## config.mk

```make
export PLATFORM = sky130hd
export DESIGN_NAME = sfts_ctrl
export DESIGN_NICKNAME = d
export VERILOG_FILES = /design/src/design/sfts_pkg.sv /design/src/design/sfts_ctrl.sv
export VERILOG_INCLUDE_DIRS = /design/src /design/src/design
export SDC_FILE = /design/constraint.sdc
export NUM_CORES = 1
export LEC_CHECK = 0
export BUFFER_PORTS_ARGS = -buffer_cell sky130_fd_sc_hd__buf_2
export CORE_AREA = 2 2 39 41
export CTS_BUF_LIST = sky130_fd_sc_hd__clkbuf_16
export CTS_CLUSTER_DIAMETER = 120
export DETAILED_ROUTE_END_ITERATION = 8
export DIE_AREA = 0 0 41 43
export PLACE_DENSITY = 0.53
export REMOVE_ABC_BUFFERS = 1
export SLEW_MARGIN = 15
export SYNTH_ARGS = -nofsm -noshare
export SYNTH_HDL_FRONTEND = slang
export SYNTH_SLANG_ARGS = --single-unit
```

## constraint.sdc

```tcl
create_clock -name clk_i -period 5.5 [get_ports clk_i]
set_clock_uncertainty 0.2 [all_clocks]
set_input_delay 0.825 -clock clk_i [delete_from_list [all_inputs] [get_ports clk_i]]
set_output_delay 0.825 -clock clk_i [all_outputs]
set_load 0.005 [all_outputs]
```

## src/design/sprite_frame_time_selector_top_defines.svh

```systemverilog
// Assertion macros shared by sfts_ctrl and sfts_dp
`ifndef SPRITE_FRAME_TIME_SELECTOR_TOP_DEFINES_SVH
`define SPRITE_FRAME_TIME_SELECTOR_TOP_DEFINES_SVH

`define SFTS_ASSERT_IMP(lbl, clk, rstn, ante, cons) \
  lbl: assert property (@(posedge clk) disable iff (!rstn) (ante) |-> (cons)) \
    else $error("assertion failed");

`define SFTS_ASSERT_NXT(lbl, clk, rstn, ante, cons) \
  lbl: assert property (@(posedge clk) disable iff (!rstn) (ante) |=> (cons)) \
    else $error("assertion failed");

`endif

```

## src/design/sfts_pkg.sv

```systemverilog
`default_nettype none
package sfts_pkg;
  localparam int unsigned Entries     = 16;
  localparam int unsigned GroupFrames = 32;
  localparam int unsigned Frames      = 1024;
  localparam int unsigned Groups      = 16;
  localparam int unsigned SlotW       = 9;
  localparam int unsigned SlotDepth   = 512;

  typedef enum logic [1:0] {
    MODE_SELECT = 2'd0,
    MODE_ENTRY  = 2'd1,
    MODE_GROUP  = 2'd2,
    MODE_NONE   = 2'd3
  } mode_e;

  typedef enum logic [3:0] {
    ST_OVERRIDE  = 4'd0,
    ST_SINGLE    = 4'd1,
    ST_GROUP     = 4'd2,
    ST_WRITTEN   = 4'd3,
    ST_PENDING   = 4'd4,
    ST_BAD_TIME  = 4'd5,
    ST_BAD_CFG   = 4'd6,
    ST_BAD_ENTRY = 4'd7,
    ST_BAD_OVR   = 4'd8,
    ST_RANDOM    = 4'd9,
    ST_BAD_GROUP = 4'd10
  } status_e;

  typedef enum logic [1:0] {
    REG_MAX_ELAPSED = 2'd0,
    REG_RANDOM_SYNC = 2'd1,
    REG_ENTRY_COUNT = 2'd2,
    REG_FRAME_TOTAL = 2'd3
  } reg_e;

  typedef enum logic [2:0] {
    FSM_IDLE,
    FSM_CHECK,
    FSM_SCAN,
    FSM_DIV,
    FSM_FIND,
    FSM_OUT
  } fsm_e;

  typedef struct packed {
    logic [1:0]  mode;
    logic [3:0]  index;
    logic [4:0]  position;
    logic [31:0] time_value;
    logic [9:0]  frame_value;
    logic [5:0]  frame_count;
    logic        use_override;
    logic        entry_grouped;
    logic        has_group;
    logic [3:0]  group_number;
    logic        duration_positive;
    logic        profile_pending;
  } in_t;

  typedef struct packed {
    logic [3:0]  status;
    logic [3:0]  entry_index;
    logic [9:0]  frame_index;
    logic        group_valid;
    logic [3:0]  group_out;
    logic        position_valid;
    logic [4:0]  group_position;
    logic [31:0] wrapped_time;
  } out_t;

  typedef struct packed {
    logic load;
    logic check;
    logic scan_step;
    logic div_start;
    logic div_step;
    logic find_step;
  } cmd_t;

  typedef struct packed {
    logic done_now;
    logic scan_last;
    logic scan_bad;
    logic div_last;
    logic find_hit;
    logic find_last;
  } sts_t;
endpackage
`default_nettype wire

```

## src/design/sfts_ctrl.sv

```systemverilog
`default_nettype none
`include "sprite_frame_time_selector_top_defines.svh"
module sfts_ctrl (
  input  wire logic           clk_i,
  input  wire logic           rst_ni,
  input  wire logic           in_valid_i,
  output logic                in_ready_o,
  output logic                out_valid_o,
  input  wire logic           out_ready_i,
  input  wire sfts_pkg::sts_t sts_i,
  output sfts_pkg::cmd_t      cmd_o
);
  sfts_pkg::fsm_e state_q, state_d;

  always_ff @(posedge clk_i or negedge rst_ni) begin
    if (!rst_ni) begin
      state_q <= sfts_pkg::FSM_IDLE;
    end else begin
      state_q <= state_d;
    end
  end

  always_comb begin
    state_d = state_q;
    unique case (state_q)
      sfts_pkg::FSM_IDLE:  if (in_valid_i) state_d = sfts_pkg::FSM_CHECK;
      sfts_pkg::FSM_CHECK: state_d = sts_i.done_now ? sfts_pkg::FSM_OUT : sfts_pkg::FSM_SCAN;
      sfts_pkg::FSM_SCAN: begin
        if (sts_i.scan_bad) state_d = sfts_pkg::FSM_OUT;
        else if (sts_i.scan_last) state_d = sfts_pkg::FSM_DIV;
      end
      sfts_pkg::FSM_DIV:   if (sts_i.div_last) state_d = sfts_pkg::FSM_FIND;
      sfts_pkg::FSM_FIND:  if (sts_i.find_hit || sts_i.find_last) state_d = sfts_pkg::FSM_OUT;
      sfts_pkg::FSM_OUT:   if (out_ready_i) state_d = sfts_pkg::FSM_IDLE;
      default:             state_d = sfts_pkg::FSM_IDLE;
    endcase
  end

  always_comb begin
    cmd_o       = '0;
    in_ready_o  = 1'b0;
    out_valid_o = 1'b0;
    unique case (state_q)
      sfts_pkg::FSM_IDLE: begin
        in_ready_o = 1'b1;
        cmd_o.load = in_valid_i;
      end
      sfts_pkg::FSM_CHECK: begin
        cmd_o.check = 1'b1;
      end
      sfts_pkg::FSM_SCAN: begin
        cmd_o.scan_step = 1'b1;
        cmd_o.div_start = sts_i.scan_last && !sts_i.scan_bad;
      end
      sfts_pkg::FSM_DIV: begin
        cmd_o.div_step = 1'b1;
      end
      sfts_pkg::FSM_FIND: cmd_o.find_step = 1'b1;
      sfts_pkg::FSM_OUT:  out_valid_o = 1'b1;
      default: ;
    endcase
  end

  `SFTS_ASSERT_IMP(a_excl, clk_i, rst_ni, 1'b1, !(in_ready_o && out_valid_o))
  `SFTS_ASSERT_NXT(a_hold, clk_i, rst_ni, out_valid_o && !out_ready_i, out_valid_o)
  `SFTS_ASSERT_NXT(a_load, clk_i, rst_ni, in_valid_i && in_ready_o, !in_ready_o)
endmodule
`default_nettype wire

```

# After elaboration in Yosys (flattened, before gate mapping)
# Cells that the tools add are included.
# Widths: inputs -> output; s select.
[totals]
register_bits = 3
latch_bits = 0
ram_bits = 0
mem_bits_ro = 0
output_inout_bits = 8
elab_cells = 31
n_memories = 0
[classes]
add_sub_neg = 0
mul = 0
div = 0
magnitude_cmp = 0
eq_ne = 10
shift = 0
muxes = 15
bitwise_logic = 0
n_reduce_logical = 5
[ops]
columns = ["operator", "count"]
rows = [
  ["$mux 3", 7],
  ["$pmux 3 s6", 1],
  ["$ne 2x2->1 const B", 4],
  ["$eq 3x2->1 const B", 2],
  ["$eq 3x3->1 const B", 2],
  ["$mux 1", 6],
  ["$reduce_and 5->1", 1],
  ["$eq 3x1->1 const B", 1],
  ["$logic_not 3->1", 1],
  ["$ne 3x3->1 const B", 1],
  ["$mux 2", 1],
  ["$logic_and 1x1->1", 1],
  ["$logic_not 1->1", 1],
  ["$logic_or 1x1->1", 1],
]

# Logic depth before layout (Yosys ltp)
# Gate-level depths: netlist (run 1).
[depth]
depth_word = 3
ltp_mapped = 5

# Worst setup path before layout (run 1)
# No wires, ideal clock.
[synth_path]
kind = "input port to output port"
startpoint = "input sts_i[3] (netlist name)"
endpoint = "output cmd_o[2] (netlist name)"
arrival_ns = 1.161
slack_ns = 3.314
cell_stages = 1
path_buffers = 0
cell_sequence = "nor4b_1"
[synth_between]
elab_chain_cells = 3
[synth_rtl]
columns = ["element", "line_no", "rtl"]
rows = [
  ["start: declaration", "sfts_ctrl.sv:10", "input wire sfts_pkg::sts_t sts_i,"],
  ["$logic_not 1->1", "sfts_ctrl.sv:53", "cmd_o.div_start = sts_i.scan_last && !sts_i.scan_bad;"],
  ["$logic_and 1x1->1", "sfts_ctrl.sv:53", ""],
  ["$mux 2", "sfts_ctrl.sv:43", "unique case (state_q)"],
  ["end: declaration", "sfts_ctrl.sv:11", "output sfts_pkg::cmd_t cmd_o"],
]
# Every way passes these cells.

==> flow_metrics.tcl, run 1 <==
set metrics [dict create \
    drv_cap 0 \
    via_count 333 \
    viasPerCell 4.56 \
    postCtsSetupBuffers 0 \
    die-area_sq_um 1760 \
    tns_ns 0 \
    area_growth_pct 49.0 \
    cts_hold_buf 0 \
    max_slew.worst_pin.slew_ns 0.375 \
    drtIter0Drc 4 \
    slew_viol_final 0 \
    htreeDepth 1 \
    rrSetupSlack_ns 3.65 \
    coreArea_sq_um 1380 \
    holdCritPathClass "in -> async" \
    r2r_start "state_q[2]" \
    avgSynthCellArea_sq_um 8.18 \
    synth_area_sq_um 319 \
    largest_register_ff_count 3 \
    reg2reg_depth 4 \
    slew_headroom 0.750 \
    fmax_mhz 415 \
    dr.pass1.iters 4 \
    num_io_pins 18 \
    irDropWorstVdd_v 0.000174 \
    p_leak_nw 0.250 \
    design_area_sq_um 475 \
    dp_hpwl_um 558 \
    synth-seq-cells 3 \
    drive_gt1_frac 0.491 \
    fin_crit_ns 2.41 \
    fin_nets 68 \
    yosysWarnings 0 \
    cts_buffer_depth 2 \
    hold_viol 0 \
    required_ns 4.47 \
    fin_ws_ns 3.09 \
    grt_pass1_vias 279 \
    setup_viol 0 \
    grt_overflow 0 \
    critPathLaunch "sts_i[3]" \
    ant_nets 0 \
    rsz0062_at_grt "no" \
    grt_pass1_wl_mm 1.19 \
    dpl_cell_area_sq_um 397 \
    wirelength_um 751 \
    power_density_nw_per_um2 601 \
    grt_max_degree 13 \
    fillers 148 \
    worstSkewPairLatency_ns 0.23 \
    grt.total_usage 0.105 \
    num_rows 14 \
    cts_resized 0 \
    syn_inst 39 \
    cp-start-kind "input pin" \
    antennaDiodeCount 0 \
    reg2reg_to "state_q[1]" \
    start_util 0.231 \
    post-route-drc-count 0 \
    die_w_um 41 \
    port-buffer-count 17 \
    dp_slack_ns 3.09 \
    wl_per_cell_um 10.3 \
    antenna_found_initial 0 \
    clk_pin_slew_worst_paths_ns 0.03 \
    cp.arrival_ns 1.38 \
    cts_sinks 3 \
    crit_path_end_kind "output port" \
    yosysSeqAreaShare 0.235 \
    cts_buffers 3 \
    critPathKind "in -> out" \
    tritoncts "built" \
    timing.final.crit_share 0.438 \
    largestRegisters "state_q: 3 flops" \
    crit_end "cmd_o[2]" \
    largest_register "state_q" \
    cts_root_buffer "clkbuf_16" \
    netlist-cell-type-count 24 \
    crit_path_max_fanout 4 \
    die_h_um 43 \
    gp_congestion 0.648 \
    outcome "complete, no violations" \
]
Yosys cell counts:
cell type	count	area [sq um]
or4_4	1	11.3
o21ai_0	1	5.00
o21ai_1	1	5.00
a2bb2oi_1	1	8.76
buf_2	1	5.00
nor4b_1	1	8.76
a21oi_1	3	15.0
buf_6	2	22.5
o21ai_2	1	8.76
nor3b_2	1	12.5
dfrtp_1	3	75.1
or2b_1	1	7.51
nor3_1	2	10.0
nand2_1	2	7.51
mux2_4	1	15.0
nand3_2	1	10.0
and3_1	1	6.26
nand2b_1	1	6.26
o32a_2	1	11.3
and2_1	1	6.26
mux2i_1	1	10.0
inv_2	1	3.75
nor2_1	9	33.8
nand2b_4	1	13.8
layout by cell type (no fill, tap or decap):
master     synthesis  final
a2bb2oi_1          1      1
nor3b_2            1      1
inv_2              1      1
and2_1             1      1
o21ai_1            1      1
a21oi_1            3      3
buf_2              1     17
or4_4              1      1
nand2b_4           1      1
o21ai_0            1      1
nand3_2            1      1
nor4b_1            1      1
o21ai_2            1      1
or2b_1             1      1
nand2_1            2      2
and3_1             1      1
inv_1              0      1
dfrtp_1            3      3
mux2_4             1      1
mux2i_1            1      1
nor2_1             9      9
o32a_2             1      1
nand2b_1           1      1
clkbuf_16          0      3
nor3_1             2      2
routing by layer:
layer,share of wire,track usage
met5,0,0
met4,0.031,0.0800
met3,0.043,0.0314
met2,0.55,0.156
met1,0.37,0.117
area by class of cell:
cell class,count,area [sq um],area share
multi-input combinational,32,213,0.447
clock buffer,3,75.1,0.158
inverter,1,3.75,0.00789
sequential,3,75.1,0.158
tap,16,20.0,0.0421
clock inverter,1,3.75,0.00789
timing repair buffer,17,85.1,0.179
power by group:
part	leakage (nW)	internal (mW)	total (mW)	switching, mW
clock network	0.0423	0.0940	0.116	0.0224
registers	0.0371	0.0320	0.0604	0.0284
logic	0.170	0.0595	0.109	0.0496
stage by stage:
stage | util | hold WS [ns] | power [mW] | instances
2_1_floorplan | - | 0.329 | 0.133 | 36
3_3_place_gp | 0.287 | 0.421 | 0.171 | 69
3_5_place_dp | 0.287 | 0.422 | 0.171 | 69
4_1_cts | 0.344 | 0.185 | 0.290 | 73
5_1_grt | 0.344 | 0.188 | 0.307 | 73
6_report | 0.344 | 0.185 | 0.286 | 73
worst min path at each step:
stage / endpoint / slack [ns] / depth (start not counted)
after global routing: state_q[1] / 0.19 / 1
after CTS: state_q[1] / 0.19 / 1
after global placement: state_q[1] / 0.42 / 1
after detailed placement: state_q[1] / 0.42 / 1
final: state_q[1] / 0.19 / 1
after floorplan: state_q[0] / 0.33 / 0
cell families after synthesis:
kind of cell / synth area share
buffers and inverters: 0.0980
AOI/OAI and AO/OA: 0.169
muxes: 0.0784
and+or+nand+nor: 0.420
DFF: 0.235
critical path, stage by stage:
cell	delay [ns]
buf_2	0.12
nor4b_1	0.28
buf_2	0.16
Power figures use the tool's default switching activity.
==> run 2, diff against run 1 <==
PLACE_DENSITY = 0.54   (was 0.53)
clock period = 2.1 ns   (was 5.5 ns; I/O delays follow)
==> flow_metrics.tcl, run 2 (synthesized netlist as in run 1, its figures left out) <==
set metrics [dict create \
    cts_buffers 3 \
    dp_hpwl_um 564 \
    drive_gt1_frac 0.483 \
    post-route-drc-count 0 \
    num_rows 14 \
    drv_cap 0 \
    port-buffer-count 17 \
    most-common-layout-cells "17 x buf_2, 9 x nor2_1, 3 x a21oi_1, 3 x clkbuf_16, 3 x dfrtp_1" \
    die_h_um 43 \
    cp_slowest_stage_delay_ns 0.48 \
    wl_per_cell_um 10.9 \
    max_slew.worst_pin.slew_ns 0.395 \
    design_area_sq_um 485 \
    antenna_found_initial 0 \
    critPathKind "reg -> reg" \
    largestRegisters "state_q: 3 flops" \
    die_w_um 41 \
    irDropWorstVdd_v 0.000364 \
    ant_nets 0 \
    final_common_cell "buf_2" \
    holdCritPathClass "in -> async" \
    drtIter0Drc 7 \
    largest_register_ff_count 3 \
    fin_nets 69 \
    area_growth_pct 52.2 \
    grt_pass1_wl_mm 1.26 \
    clk_pin_slew_worst_paths_ns 0.03 \
    die-area_sq_um 1760 \
    grt_overflow 0 \
    crit_path_end_kind "register" \
    viasPerCell 4.57 \
    cp.arrival_ns 1.77 \
    cts_root_buffer "clkbuf_16" \
    fmax_mhz 536 \
    htreeDepth 1 \
    worstSkewPairLatency_ns 0.22 \
    cts_sinks 3 \
    outcome "complete, no violations" \
    start_util 0.231 \
    wirelength_um 805 \
    grt_pass1_vias 275 \
    path_cells "nand2b_4 > or4_4 > nand3_2 > mux2_4" \
    p_leak_nw 0.254 \
    largest_register "state_q" \
    fin_util 0.351 \
    slew_viol_final 0 \
    cts_resized 0 \
    required_ns 2.00 \
    hold_viol 0 \
    antennaDiodeCount 0 \
    critical_path.slowest_cell "dfrtp_1" \
    power_density_nw_per_um2 1550 \
    num_io_pins 18 \
    dpl_cell_area_sq_um 397 \
    gp_congestion 0.707 \
    cts_buffer_depth 2 \
    fin_crit_ns 1.87 \
    rsz0062_at_grt "no" \
    dr.pass1.iters 4 \
    cp-start-kind "register" \
    grt.total_usage 0.105 \
    grt_max_degree 13 \
    setup_viol 0 \
    via_count 338 \
    slew_headroom 0.736 \
    tritoncts "built" \
    timing.final.crit_share 0.888 \
    coreArea_sq_um 1380 \
    tns_ns 0 \
    crit_path_max_fanout 10 \
]
## run 2: report_power, final
group	total, mW	internal [mW]	switching, mW
registers	0.161	0.0838	0.0772
logic	0.298	0.157	0.141
clock network	0.292	0.245	0.0470
total	0.751	0.486	0.265
## run 2: cell type report
type                       count  area (sq um)
fill                         144           898
tap                           16          20.0
sequential                     3          75.1
inverter                       1          3.75
clock inverter                 1          3.75
multi-input combinational     32           213
clock buffer                   3          75.1
timing repair buffer          18          95.1
## run 2: final timing paths
check                           slack [ns]   startpoint  depth (start not counted)         end
worst max-delay path                  0.23   state_q[2]                          4  state_q[1]
worst min-delay path                  0.23       rst_ni                          2  state_q[1]
worst max register to register        0.23   state_q[2]                          4  state_q[1]
worst min register to register        0.57   state_q[2]                          2  state_q[2]
max in group asynchronous             1.36       rst_ni                          2  state_q[0]
min in group clk_i                    0.25  out_ready_i                          3  state_q[0]
## run 2: layer usage
layer,vias to the layer above,track usage,part of all wire
met3,0,0.0157,0.042
met4,0,0.0400,0
met2,10,0.169,0.53
li1,176,-,-
met1,152,0.133,0.43
met5,-,0,0
## run 2: what timing repair did
action | in CTS | in global routing
endpoints found under the hold margin | 3 | 0
setup buffers | 0 | 0
hold buffers | 1 | 0
## run 2: per-stage QoR
| stage | power (mW) | instances | hold slack (ns) | worst slack, ns |
|---|---|---|---|---|
| after floorplan | 0.348 | 36 | -0.181 | 0.345 |
| after global placement | 0.452 | 69 | -0.0882 | 0.260 |
| after detailed placement | 0.451 | 69 | -0.0891 | 0.263 |
| after CTS | 0.756 | 74 | 0.238 | 0.248 |
| after global routing | 0.811 | 74 | 0.241 | 0.176 |
| final | 0.751 | 74 | 0.232 | 0.234 |
## run 2: critical path, delay by kind of cell (launching register included)
kind,cells,cell delay [ns]
flip-flops,1,0.48
multiplexers,1,0.30
AND/OR/NAND/NOR,3,0.76
==> run 3, diff against run 2 <==
REMOVE_ABC_BUFFERS = default   (was 1)
==> flow_metrics.tcl, run 3 (synthesized netlist as in run 1, its figures left out) <==
set metrics [dict create \
    outcome "complete, no violations" \
    postCtsSetupBuffers 0 \
    die_w_um 41 \
    rrSetupSlack_ns 0.27 \
    design_area_sq_um 493 \
    timing.final.crit_share 0.872 \
    fillers 155 \
    tns_ns 0 \
    slew_viol_final 0 \
    drv_cap 0 \
    stdcell_count 75 \
    crit_path_end_kind "register" \
    die-area_sq_um 1760 \
    p_sw_mw 0.265 \
    port-buffer-count 17 \
    largestRegisters "state_q: 3 flops" \
    slew_headroom 0.774 \
    clkPwrFrac 0.394 \
    most-common-layout-cells "17 x buf_2, 9 x nor2_1, 3 x a21oi_1, 3 x clkbuf_16, 3 x dfrtp_1" \
    pwr-share-comb 0.410 \
    antenna_found_initial 0 \
    fin_nets 70 \
    power_density_nw_per_um2 1540 \
    viasPerCell 4.41 \
    total_power_mw 0.758 \
    required_ns 2.01 \
    critPathLaunch "state_q[2]" \
    critPathKind "reg -> reg" \
    via_count 331 \
    cp-start-kind "register" \
    largest_register "state_q" \
    crit_path_max_fanout 10 \
    start_util 0.231 \
    hold_slack_ns 0.217 \
    m1WireLength_um 375 \
    cp.arrival_ns 1.74 \
    rsz0062_at_grt "no" \
    switching_share 0.349 \
    fin_util 0.356 \
    route.met3.wl_um 62 \
    num_rows 14 \
    worstSkewPairLatency_ns 0.22 \
    max_slew.worst_pin.slew_ns 0.340 \
    antennaDiodeCount 0 \
    grt_pass1_vias 319 \
    fin_ws_ns 0.270 \
    fmax_mhz 546 \
    post-route-drc-count 0 \
    cts_root_buffer "clkbuf_16" \
    dpl_cell_area_sq_um 404 \
    grt.total_usage 0.113 \
    coreArea_sq_um 1380 \
    wl_per_cell_um 10.2 \
    dr.max_layer_used "met3" \
    largest_register_ff_count 3 \
    cts_hold_buf 1 \
    die_h_um 43 \
    dr.pass1.iters 2 \
    reg2reg_to "state_q[1]" \
    clk_pin_slew_worst_paths_ns 0.03 \
    setup_viol 0 \
    final_common_cell "buf_2" \
    p_leak_nw 0.259 \
    grt_overflow 0 \
    reg2reg_depth 4 \
    num_io_pins 18 \
    synth.net_count 49 \
    htreeDepth 1 \
    placed_cells 70 \
    ant_nets 0 \
    wirelength_um 766 \
    gp_congestion 0.715 \
    p_int_mw 0.494 \
    cts_buffer_depth 2 \
    drive_gt1_frac 0.492 \
    dp_slack_ns 0.275 \
    cts_resized 0 \
    wl_met2_um 328 \
    cts_sinks 3 \
    grt_max_degree 13 \
    holdCritPathClass "in -> async" \
    irDropWorstVdd_v 0.000401 \
    area_growth_pct 54.5 \
    drtIter0Drc 1 \
    grt_pass1_wl_mm 1.26 \
    fin_crit_ns 1.83 \
    tritoncts "built" \
    hold_viol 0 \
    r2r_start "state_q[2]" \
    dp_hpwl_um 597 \
    seqPwrFrac 0.196 \
    cts_buffers 3 \
]
[run 3: worst max-delay path, stage by stage (launching register included)]
cell and delay [ns]:
dfrtp_1 0.47, nand2b_4 0.20, or4_4 0.43, nand3_2 0.11
mux2_4 0.29
[run 3: worst max path at each step]
stage | slack [ns] | to | cells past startpoint
detailed placement | 0.27 | state_q[1] | 4
global placement | 0.30 | state_q[1] | 4
floorplan | 0.34 | state_q[1] | 5
CTS | 0.27 | state_q[1] | 4
global route | 0.20 | cmd_o[0] | 3
finish | 0.27 | state_q[1] | 4
[run 3: layout make-up]
| type | count | area [sq um] | area share |
|---|---|---|---|
| well taps | 16 | 20.0 | 0.0406 |
| repair buffers | 19 | 103 | 0.208 |
| clock inverters | 1 | 3.75 | 0.00761 |
| inverters | 1 | 3.75 | 0.00761 |
| flip-flops and latches | 3 | 75.1 | 0.152 |
| clock buffers | 3 | 75.1 | 0.152 |
| multi-input cells | 32 | 213 | 0.431 |
[run 3: power by group through the flow]
stage,clock network [mW],registers [mW],logic [mW]
2_1_floorplan,0,0.0999,0.289
4_1_cts,0.304,0.149,0.316
3_5_place_dp,0,0.149,0.311
6_report,0.299,0.149,0.311
5_1_grt,0.306,0.159,0.359
3_3_place_gp,0,0.148,0.315
[run 3: per-layer routing]
| layer | up-vias | GRT usage |
|---|---|---|
| li1 | 177 | - |
| met1 | 141 | 0.135 |
| met2 | 13 | 0.153 |
| met3 | 0 | 0.0471 |
| met4 | 0 | 0.0800 |
| met5 | - | 0 |
